<file path="src/hw/rtl/wam_pkg.sv">
// Shared types and constants for the windowed average latency monitor.
// Holds field widths, the snapshot word layout and the sequencer states.
// No dependencies.
`timescale 1ns / 1ps

package wam_pkg;

  // Field widths of the input and result words.
  localparam int MIN_W  = 32;
  localparam int LAT_W  = 32;
  localparam int WIN_W  = 6;
  localparam int AVG_W  = 42;

  // Running totals and the scaled dividend.
  localparam int TOT_W  = 64;
  localparam int SAMP_W = 48;
  localparam int PROD_W = TOT_W + 10;
  localparam int STEP_W = $clog2(PROD_W + 1);

  // Item kinds.
  localparam logic KIND_SAMPLE = 1'b0;
  localparam logic KIND_QUERY  = 1'b1;

  // Saturated average.
  localparam logic [AVG_W-1:0] AVG_MAX = {AVG_W{1'b1}};

  // One ring entry: both totals at a minute boundary.
  typedef struct packed {
    logic [TOT_W-1:0]  lat;
    logic [SAMP_W-1:0] cnt;
  } snap_t;

  // Sequencer states.
  typedef enum logic [3:0] {
    ST_CLEAR,
    ST_IDLE,
    ST_CATCH,
    ST_APPLY,
    ST_WRAP,
    ST_READ,
    ST_MUL,
    ST_START,
    ST_DIV,
    ST_DONE
  } state_t;

endpackage

</file>
<file path="src/hw/rtl/wam_div.sv">
// Restoring divider, one quotient bit per cycle, with a saturated quotient.
// Depends on wam_pkg for the dividend, divisor and quotient widths.
`timescale 1ns / 1ps

module wam_div (
  input  logic                        clk,
  input  logic                        rst_n,
  input  logic                        start,
  input  logic [wam_pkg::PROD_W-1:0]  dividend,
  input  logic [wam_pkg::SAMP_W-1:0]  divisor,
  output logic                        done,
  output logic [wam_pkg::AVG_W-1:0]   quotient
);
  import wam_pkg::*;

  logic              busy_r;
  logic              done_r;
  logic [STEP_W-1:0] step_r;
  logic [PROD_W-1:0] num_r;
  logic [SAMP_W-1:0] den_r;
  logic [SAMP_W-1:0] rem_r;
  logic [AVG_W-1:0]  quo_r;
  logic              ovf_r;

  logic [SAMP_W:0]   rem_sh;
  logic [SAMP_W:0]   rem_sub;
  logic              ge;

  // One trial subtraction of the shifted remainder.
  always_comb begin
    rem_sh  = {rem_r, num_r[PROD_W-1]};
    rem_sub = rem_sh - {1'b0, den_r};
    ge      = (rem_sh >= {1'b0, den_r});
  end

  // Step counter and done pulse.
  always_ff @(posedge clk) begin
    if (!rst_n) begin
      busy_r <= 1'b0;
      done_r <= 1'b0;
      step_r <= '0;
    end else begin
      done_r <= 1'b0;
      if (start) begin
        busy_r <= 1'b1;
        step_r <= STEP_W'(PROD_W);
      end else if (busy_r) begin
        step_r <= step_r - 1'b1;
        if (step_r == STEP_W'(1)) begin
          busy_r <= 1'b0;
          done_r <= 1'b1;
        end
      end
    end
  end

  // Remainder and quotient shift; bits pushed out of the top mark overflow.
  always_ff @(posedge clk) begin
    if (start) begin
      num_r <= dividend;
      den_r <= divisor;
      rem_r <= '0;
      quo_r <= '0;
      ovf_r <= 1'b0;
    end else if (busy_r) begin
      num_r <= {num_r[PROD_W-2:0], 1'b0};
      rem_r <= ge ? rem_sub[SAMP_W-1:0] : rem_sh[SAMP_W-1:0];
      quo_r <= {quo_r[AVG_W-2:0], ge};
      ovf_r <= ovf_r | quo_r[AVG_W-1];
    end
  end

  assign done     = done_r;
  assign quotient = ovf_r ? AVG_MAX : quo_r;

endmodule
</file>
<file path="config.mk">
export PLATFORM = sky130hd
export DESIGN_NAME = wam_div
export DESIGN_NICKNAME = d
export VERILOG_FILES = /design/src/hw/rtl/wam_pkg.sv /design/src/hw/rtl/wam_div.sv
export SDC_FILE = /design/constraint.sdc
export NUM_CORES = 1
export LEC_CHECK = 0
export BUFFER_PORTS_ARGS = -buffer_cell sky130_fd_sc_hd__buf_2
export CAP_MARGIN = 20
export CORE_MARGIN = 1
export CORE_UTILIZATION = 45
export CTS_BUF_LIST = sky130_fd_sc_hd__clkbuf_8 sky130_fd_sc_hd__clkbuf_16
export CTS_CLUSTER_SIZE = 16
export DETAILED_ROUTE_END_ITERATION = 6
export SYNTH_ARGS = -nofsm -noshare
export SYNTH_HDL_FRONTEND = slang
export SYNTH_SLANG_ARGS = --single-unit
export TNS_END_PERCENT = 30
</file>
<file path="constraint.sdc">
create_clock -name clk -period 3.5 [get_ports clk]
set_input_delay 0.175 -clock clk [delete_from_list [all_inputs] [get_ports clk]]
set_output_delay 0.175 -clock clk [all_outputs]
set_load 0.01 [all_outputs]
</file>
== Word level (Yosys, flattened, before mapping) ==
Index checks and enable logic that the tools add are counted.

* Bits in registers: 222

* $add $sub $neg: 2
* Eq/ne operators: 1
* Reduce and logical (&&, ||, !) cells: 3
* Magnitude comparators: 1
* Mux-type cells: 10
* Bitwise gates (word level): 3

{| class="wikitable"
|+ Operators with widths
! cell !! count
|-
| 74-bit two-way mux || 2
|-
| 49-bit by 48-bit >= comparator with 1-bit output || 1
|-
| 48-bit two-way mux || 1
|-
| 48-bit subtractor || 1
|-
| 42-bit two-way mux || 1
|-
| 7-bit two-way mux || 2
|-
| 7-bit by 1-bit == test with 1-bit output, second input constant || 1
|-
| 7-bit by 1-bit subtractor with 7-bit output, second input constant || 1
|-
| 1-bit two-way mux || 4
|-
| 3-bit OR reduction || 1
|-
| 1-bit NOT || 2
|-
| 2-bit nonzero test || 1
|-
| 2-bit OR reduction || 1
|-
| 1-bit OR || 1
|}

== Logic depth before layout (Yosys ltp) ==
Gate-level depths: netlist of run 1.

* Depth in word-level cells: 4
* Gate-level depth with buffers: 14

== Least setup slack after synthesis of run 1 ==
OpenSTA, ideal clock, no wires.

* Kind: reg2reg
* From: reg num_r[73]
* To: reg rem_r[44]
* Setup time: 0.087 ns
* Buffers on the path: 0
* Data required time: 3.413 ns
* Data arrival time: 2.708 ns
* Stages on the path, launching flop included: 13
* Period minus slack after synthesis: 2.795 ns
* Path slack: 0.705 ns
* Path through: edfxtp_1 -> inv_1 -> ha_1 -> fa_1 -> nor2b_1 -> o2111ai_1 -> a211oi_1 -> o21ai_1 -> a21oi_1 -> nor2_1 -> o21bai_1 -> mux2_2 -> o31ai_1

* Cells in the longest elaborated chain, start to end: 2
* Elaborated cells between the ends (all ways): 3

{| class="wikitable"
|+ Ends and longest elaborated chain
! what !! line !! RTL
|-
| start: declaration || wam_div.sv:19 || <nowiki>logic [PROD_W-1:0] num_r;</nowiki>
|-
| start signal: assignment || wam_div.sv:60 || <nowiki>num_r <= dividend;</nowiki>
|-
| start signal: assignment || wam_div.sv:66 || <nowiki>num_r <= {num_r[PROD_W-2:0], 1'b0};</nowiki>
|-
| 48-bit subtractor / 49-bit by 48-bit >= comparator with 1-bit output (equally long branches) || wam_div.sv:32, wam_div.sv:33 ||
|-
| 48-bit two-way mux (*) || wam_div.sv:67 || <nowiki>rem_r <= ge ? rem_sub[SAMP_W-1:0] : rem_sh[SAMP_W-1:0];</nowiki>
|-
| end signal: assignment || wam_div.sv:67 ||
|-
| end: declaration || wam_div.sv:21 || <nowiki>logic [SAMP_W-1:0] rem_r;</nowiki>
|}

Every way passes the cells marked *; elsewhere a longest branch is shown, timed or not.
A chain may end at the register's enable or synchronous reset.

== Final worst setup path of run 1 ==
* From: reg den_r[12]
* To: reg rem_r[46]

* Cells in the longest elaborated chain, start to end: 2
* Elaborated cells between the ends (all ways): 3

{| class="wikitable"
|+ Ends and longest elaborated chain
! what !! line !! RTL
|-
| start: declaration || wam_div.sv:20 || <nowiki>logic [SAMP_W-1:0] den_r;</nowiki>
|-
| start signal: assignment || wam_div.sv:61 || <nowiki>den_r <= divisor;</nowiki>
|-
| 48-bit subtractor / 49-bit by 48-bit >= comparator with 1-bit output (equally long branches) || wam_div.sv:32, wam_div.sv:33 ||
|-
| 48-bit two-way mux (*) || wam_div.sv:67 ||
|}

Marks and branches as above.

==> results.json, run 1 <==
{
  "synth_seq_cells": 222,
  "hold-worst-slack_ns": 0.240,
  "r2r-end": "rem_r[46]",
  "avgRoutedWirePerCell_um": 16.1,
  "track_usage_pct": 21.0,
  "antenna_found_initial": 1,
  "vias_per_cell": 5.30,
  "ys_seq_area_share_pct": 46.7,
  "initial_core_util_pct": 46.1,
  "power_density_nw_per_um2": 485,
  "status": "finished, violations left",
  "crit_chain": "inv_1 -> ha_1 -> nand4_1 -> nor4_1 -> o311ai_1 -> o2111ai_1 -> nand2_1 -> o21ai_0 -> mux2i_1 -> nor2_1 -> a2111oi_2",
  "htreeDepth": 1,
  "coreArea_um2": 26300,
  "max-cap-violations": 0,
  "drive_gt1_share_pct": 26.2,
  "fin_nets": 1630,
  "tns_ns": 0,
  "min_path_cells": 2,
  "ctsLongestPathBuffers": 3,
  "cp_slowest_cell": "nor4_1",
  "skew_ns": 0.0180,
  "clk_pin_slew_ns": 0.06,
  "cp.required_ns": 3.91,
  "gr-total-overflow": 0,
  "grt_pass1_wl_um": 47700,
  "min_from": "start",
  "r2r_cells": 11,
  "peakVddDrop_uv": 320,
  "dr.pass1.iters": 7,
  "timing.fmax_ghz": 0.318,
  "drt_wl_total_um": 29100,
  "ant_nets": 0,
  "r2r_start": "den_r[12]",
  "fin_util_pct": 58.9,
  "fin_crit_ns": 3.15,
  "rsz0062_at_grt": "false",
  "setup_violations": 0,
  "syn_avg_cell_area_um2": 10.2,
  "syn_area_um2": 12100,
  "whs_endpoint": "rem_r[0]",
  "critPathArrivalTime_ns": 3.56,
  "relSlewSlack_pct": 53.7,
  "gp_congestion": 0.867,
  "tritoncts": "done",
  "startpoint_type": "register",
  "die_area_um2": 27600,
  "violations": "design-rule violations",
  "rows": 59,
  "r2r_slack_ns": 0.35,
  "holdCritPathClass": "input port to register",
  "hold_viol": 0,
  "drv_slew": 0,
  "total_leakage_power_nw": 6.68,
  "drt_iter0_drc": 574,
  "dp.cells": 1637,
  "cts_buffers": 26,
  "die_w_um": 166,
  "instances_no_fill": 1810,
  "path_max_fanout": 8,
  "numPortBuffers": 167,
  "ios": 168,
  "synth_edf_count": 122,
  "grt_max_degree": 78,
  "synth_ff_type": "edfxtp_1",
  "drc_errors": 9,
  "slowest_delay_ns": 0.53,
  "vias": 9597,
  "syn_inst": 1190,
  "clock_tree.root_cell": "clkbuf_16",
  "yosysWarnings": 0,
  "path_class": "register to register",
  "crit_start": "den_r[12]",
  "clock_latency_ns": 0.53,
  "post_cts_buffers": 0,
  "worst_slew_pin_slew_ns": 0.694,
  "crit_path_end_kind": "register",
  "placed_cell_area_um2": 13200,
  "syn_nets": 1366,
  "fin_area_um2": 15500,
  "hpwl_um": 19400,
  "numClockSinks": 222,
  "min_period_over_period_pct": 89.9,
  "synthDistinctLibCells": 71,
  "syn_to_final_growth_pct": 27.6,
  "async_flop_share_pct": 0,
  "first_global_vias": 9529,
  "die_h_um": 166
}
==> per-stage QoR <==
step                      setup WS, ns  power (mW)
after detailed placement         0.265        4.45
final                            0.352        7.50
after floorplan                  0.705        4.11
after CTS                        0.228        7.56
after global placement           0.427        4.44
after global routing            0.0984        7.83
==> layout make-up <==
type / instances / area (um^2)
repair buffers: 308 / 2270
clock buffers: 34 / 795
clock inverters: 14 / 173
inverters: 73 / 274
diodes: 1 / 2.50
fillers: 2276 / 10800
flip-flops and latches: 222 / 5670
well taps: 335 / 419
multi-input cells: 823 / 5870
==> placed cells by master (no fill, tap or decap), types with 4 or more instances in the layout <==
cell type      netlist  routed
a21o_1              26      26
a31oi_1              9       8
xnor2_1             28      28
or3_1                8       8
bufinv_16            0       4
ha_1                50      50
nand2b_1             5       5
clkinv_1             0       4
o211ai_1             4       4
o2111ai_1            4       4
o21a_1               7       7
o221ai_1             4       4
buf_2               12     166
nand2_1            105     105
and2_1               4       4
a311oi_2            27      27
nor2_1             131     131
o21ai_0             29      29
dlygate4sd3_1        0     123
o21ai_1              5       5
nor3_1              13      13
o21bai_1            17      17
edfxtp_1           122     122
a21oi_1             64      63
a211oi_1             7       6
a21boi_0             6       6
mux2i_1             49      49
inv_1               73      74
o31ai_1              4       4
a22oi_1              5       5
clkbuf_16            0      29
nor4_1               4       4
dfxtp_1            100      99
clkbuf_8             0       6
nand3_1             12      12
mux2_2              75      75
xor2_1              14      14
nand4_1             20      20
or2_2               43      43
buf_4                1      14
==> where the power goes <==
group	switching [mW]	internal [mW]
clock network	1.09	1.88
logic	0.808	0.650
registers	0.0970	2.97
total	1.99	5.51
==> critical path: cells and delay by family (launching register included) <==
| family | cells | cell delay [ns] |
|---|---|---|
| AND/OR/NAND/NOR | 4 | 0.99 |
| AO/OA/AOI/OAI | 4 | 0.99 |
| adder cells (fa/ha/maj) | 1 | 0.42 |
| flip-flops | 1 | 0.35 |
| multiplexers | 1 | 0.24 |
| buffers and inverters | 1 | 0.05 |
==> logic make-up after synthesis <==
kind of cell | Yosys count | share of synthesized area [%]
AND/OR/NAND/NOR | 361 | 13.7
AO/OA/AOI/OAI | 245 | 15.2
flip-flops | 222 | 46.7
buffers and inverters | 145 | 5.07
multiplexers | 124 | 11.0
adder cells (fa/ha/maj) | 51 | 5.32
XOR/XNOR | 42 | 3.03
==> registers in the layout, indices dropped and copies added (netlist names) <==
register / flops
busy_r: 1
ovf_r: 1
num_r: 74
den_r: 48
step_r: 7
done: 1
quo_r: 42
rem_r: 48
==> synthesized netlist by cell type (17+ instances only) <==
library cell / n / share of area, %
dfxtp_1: 100 / 17
a311oi_2: 27 / 3.3
edfxtp_1: 122 / 30
a21oi_1: 64 / 2.6
xnor2_1: 28 / 2.0
clkbuf_1: 39 / 1.2
inv_1: 73 / 2.3
a21o_1: 26 / 1.6
mux2i_1: 49 / 4.0
ha_1: 50 / 5.2
o21ai_0: 29 / 1.2
nor2_1: 131 / 4.1
mux2_2: 75 / 7.0
nand2_1: 105 / 3.3
o21bai_1: 17 / 1.1
nand4_1: 20 / 1.0
or2_2: 43 / 2.2
==> repair_timing <==
| item | CTS | global route |
|---|---|---|
| endpoints found under the setup margin | 0 | 1 |
| hold buffers | 123 | 0 |
| hold endpoints to repair | 126 | 0 |
| resized for setup | 0 | 2 |
==> layer usage <==
layer	wire, um	track usage, %	vias to the layer above	share of wire (%)
met5	0	0	-	0
li1	-	-	4795	-
met4	608	5.57	0	2.1
met2	13800	35.5	234	47
met3	1350	3.22	43	4.6
met1	13300	27.9	4525	46
==> worst max path at each step <==
stage | depth (start not counted) | endpoint | slack [ns]
floorplan | 12 | rem_r[44] | 0.70
global placement | 12 | rem_r[44] | 0.43
detailed placement | 12 | rem_r[44] | 0.26
CTS | 12 | rem_r[44] | 0.23
global route | 12 | rem_r[44] | 0.1
finish | 11 | rem_r[46] | 0.35
No activity file was read; power rests on OpenSTA's default activity.
==> run 2: changes to the inputs <==
Clock period 3.5 ns to 3.96 ns, I/O delays scaled along.
==> run 2 against run 1 <==
Against the previous run:
- the flow still finishes with violations (design-rule violations)
- global-route usage decreased by 0.43 points
- worst setup slack improved by 0.14 ns
- critical path depth increased by 1
- cell area decreased by 1.4%
- sequential share of layout area increased by 0.53 points
- total power decreased by 17%
- die area unchanged
- highest routed layer unchanged
- non-clock buffer count decreased by 7
- critical path type unchanged
- first-iteration DRC count decreased by 19%
- clock power decreased by 24%
- combinational power decreased by 12%
- critical endpoint is now rem_r[44]
==> results.json, run 2 (same netlist as run 1, synthesis figures left out) <==
{
  "status": "finished, violations left",
  "violations": "design-rule violations",
  "cp.required_ns": 4.38,
  "antenna_found_initial": 0,
  "clock_latency_ns": 0.52,
  "worst_slew_pin_slew_ns": 0.708,
  "p_int_mw": 4.49,
  "p_clk_share_pct": 36.0,
  "gr-total-overflow": 0,
  "setup_violations": 0,
  "syn_to_final_growth_pct": 25.8,
  "grt_max_degree": 109,
  "wl_met2_um": 13500,
  "reg.largest.list": "num_r x74, den_r x48, rem_r x48",
  "clock_tree.root_cell": "clkbuf_16",
  "tritoncts": "done",
  "r2r_slack_ns": 0.49,
  "drc_errors": 8,
  "cts_buffers": 25,
  "ctsResizeCount": 0,
  "hold_viol": 0,
  "fin_crit_ns": 3.47,
  "final_common_cell": "buf_2",
  "tns_ns": 0,
  "relSlewSlack_pct": 52.7,
  "rows": 59,
  "post_cts_buffers": 0,
  "path_max_fanout": 5,
  "grt_pass1_wl_um": 46900,
  "largest-register": "num_r",
  "p_sw_mw": 1.75,
  "drive_gt1_share_pct": 25.8,
  "total_leakage_power_nw": 6.58,
  "power_density_nw_per_um2": 409,
  "numClockSinks": 222,
  "path_class": "register to register",
  "min_period_over_period_pct": 87.7,
  "coreArea_um2": 26300,
  "first_global_vias": 9378,
  "die_w_um": 166,
  "critPathArrivalTime_ns": 3.89,
  "most-common-layout-cells": "buf_2, nor2_1, edfxtp_1, dlygate4sd3_1, nand2_1",
  "clk_pin_slew_ns": 0.06,
  "wl_met1_um": 13400,
  "antennaDiodeCount": 0,
  "drt_iter0_drc": 465,
  "ctsLongestPathBuffers": 3,
  "power_mw": 6.24,
  "hpwl_um": 18900,
  "peakVddDrop_uv": 330,
  "max-cap-violations": 0,
  "p_comb_share_pct": 20.5,
  "pwr-share-seq_pct": 43.5,
  "die_h_um": 166,
  "rsz0062_at_grt": "false",
  "die_area_um2": 27600,
  "ios": 168,
  "met3WireLength_um": 1250,
  "largest_reg_flops": 74,
  "vias": 9523,
  "holdCritPathClass": "input port to register",
  "drt_wl_total_um": 28700,
  "top_layer_used": "met4",
  "numPortBuffers": 167,
  "crit_path_end_kind": "register",
  "track_usage_pct": 20.5,
  "htreeDepth": 1,
  "drv_slew": 0,
  "skew_ns": 0.0114,
  "vias_per_cell": 5.29,
  "swShare_pct": 28.1,
  "initial_core_util_pct": 46.1,
  "fin_nets": 1622,
  "timing.fmax_ghz": 0.288,
  "dr.pass1.iters": 7,
  "avgRoutedWirePerCell_um": 15.9,
  "ant_nets": 0,
  "startpoint_type": "register",
  "gp_congestion": 0.912
}
## run 2: power by group through the flow
stage	clock [mW]	combinational [mW]	sequential (mW)
after floorplan	0	0.906	2.72
after global placement	0	1.17	2.76
after detailed placement	0	1.17	2.76
after CTS	2.31	1.27	2.71
after global routing	2.38	1.41	2.73
final	2.25	1.28	2.71
## run 2: cell type report
cell class                 instances  area (um^2)
clock buffer                      30          717
clock inverter                    15         82.6
fill                            2308        11000
inverter                          73          274
multi-input combinational        823         5860
sequential                       222         5670
tap                              335          419
timing repair buffer             301         2230
## run 2: stage by stage
step | hold WS, ns | setup slack, ns | area [um^2] | utilization, % | std cells
finish | 0.0203 | 0.487 | 15200 | 58.0 | 1799
global route | 0.0343 | 0.204 | 15200 | 58.0 | 1799
CTS | 0.00477 | 0.488 | 15200 | 57.9 | 1798
detailed placement | 0.376 | 0.554 | 13200 | 50.2 | 1631
global placement | 0.374 | 0.528 | 13200 | 50.2 | 1631
floorplan | 0.297 | 1.16 | 12100 | - | 1190
## run 2: path summary, 6_finish.rpt
kind | from | endpoint | depth (start not counted)
max | num_r[73] | rem_r[44] | 12
min | rst_n | step_r[6] | 3
max reg2reg | num_r[73] | rem_r[44] | 12
min reg2reg | rem_r[43] | rem_r[43] | 2
## run 2: routing by layer
metal | vias to the layer above | GRT usage (%)
li1 | 4781 | -
met1 | 4479 | 27.4
met2 | 229 | 35.3
met3 | 34 | 2.84
met4 | 0 | 4.59
met5 | - | 0
## run 2: repair_timing
action,in CTS,in global routing
setup endpoints to repair,0,0
hold buffers,122,0
hold endpoints to repair,122,0
## run 2: critical path: stages (launching register included)
cell,delay (ns)
edfxtp_1,0.34
inv_1,0.06
ha_1,0.23
fa_1,0.41
nor2b_1,0.21
o2111ai_1,0.16
a211oi_1,0.36
o21ai_1,0.16
a21oi_1,0.32
nor2_1,0.21
o21bai_1,0.31
mux2_2,0.38
o31ai_1,0.23
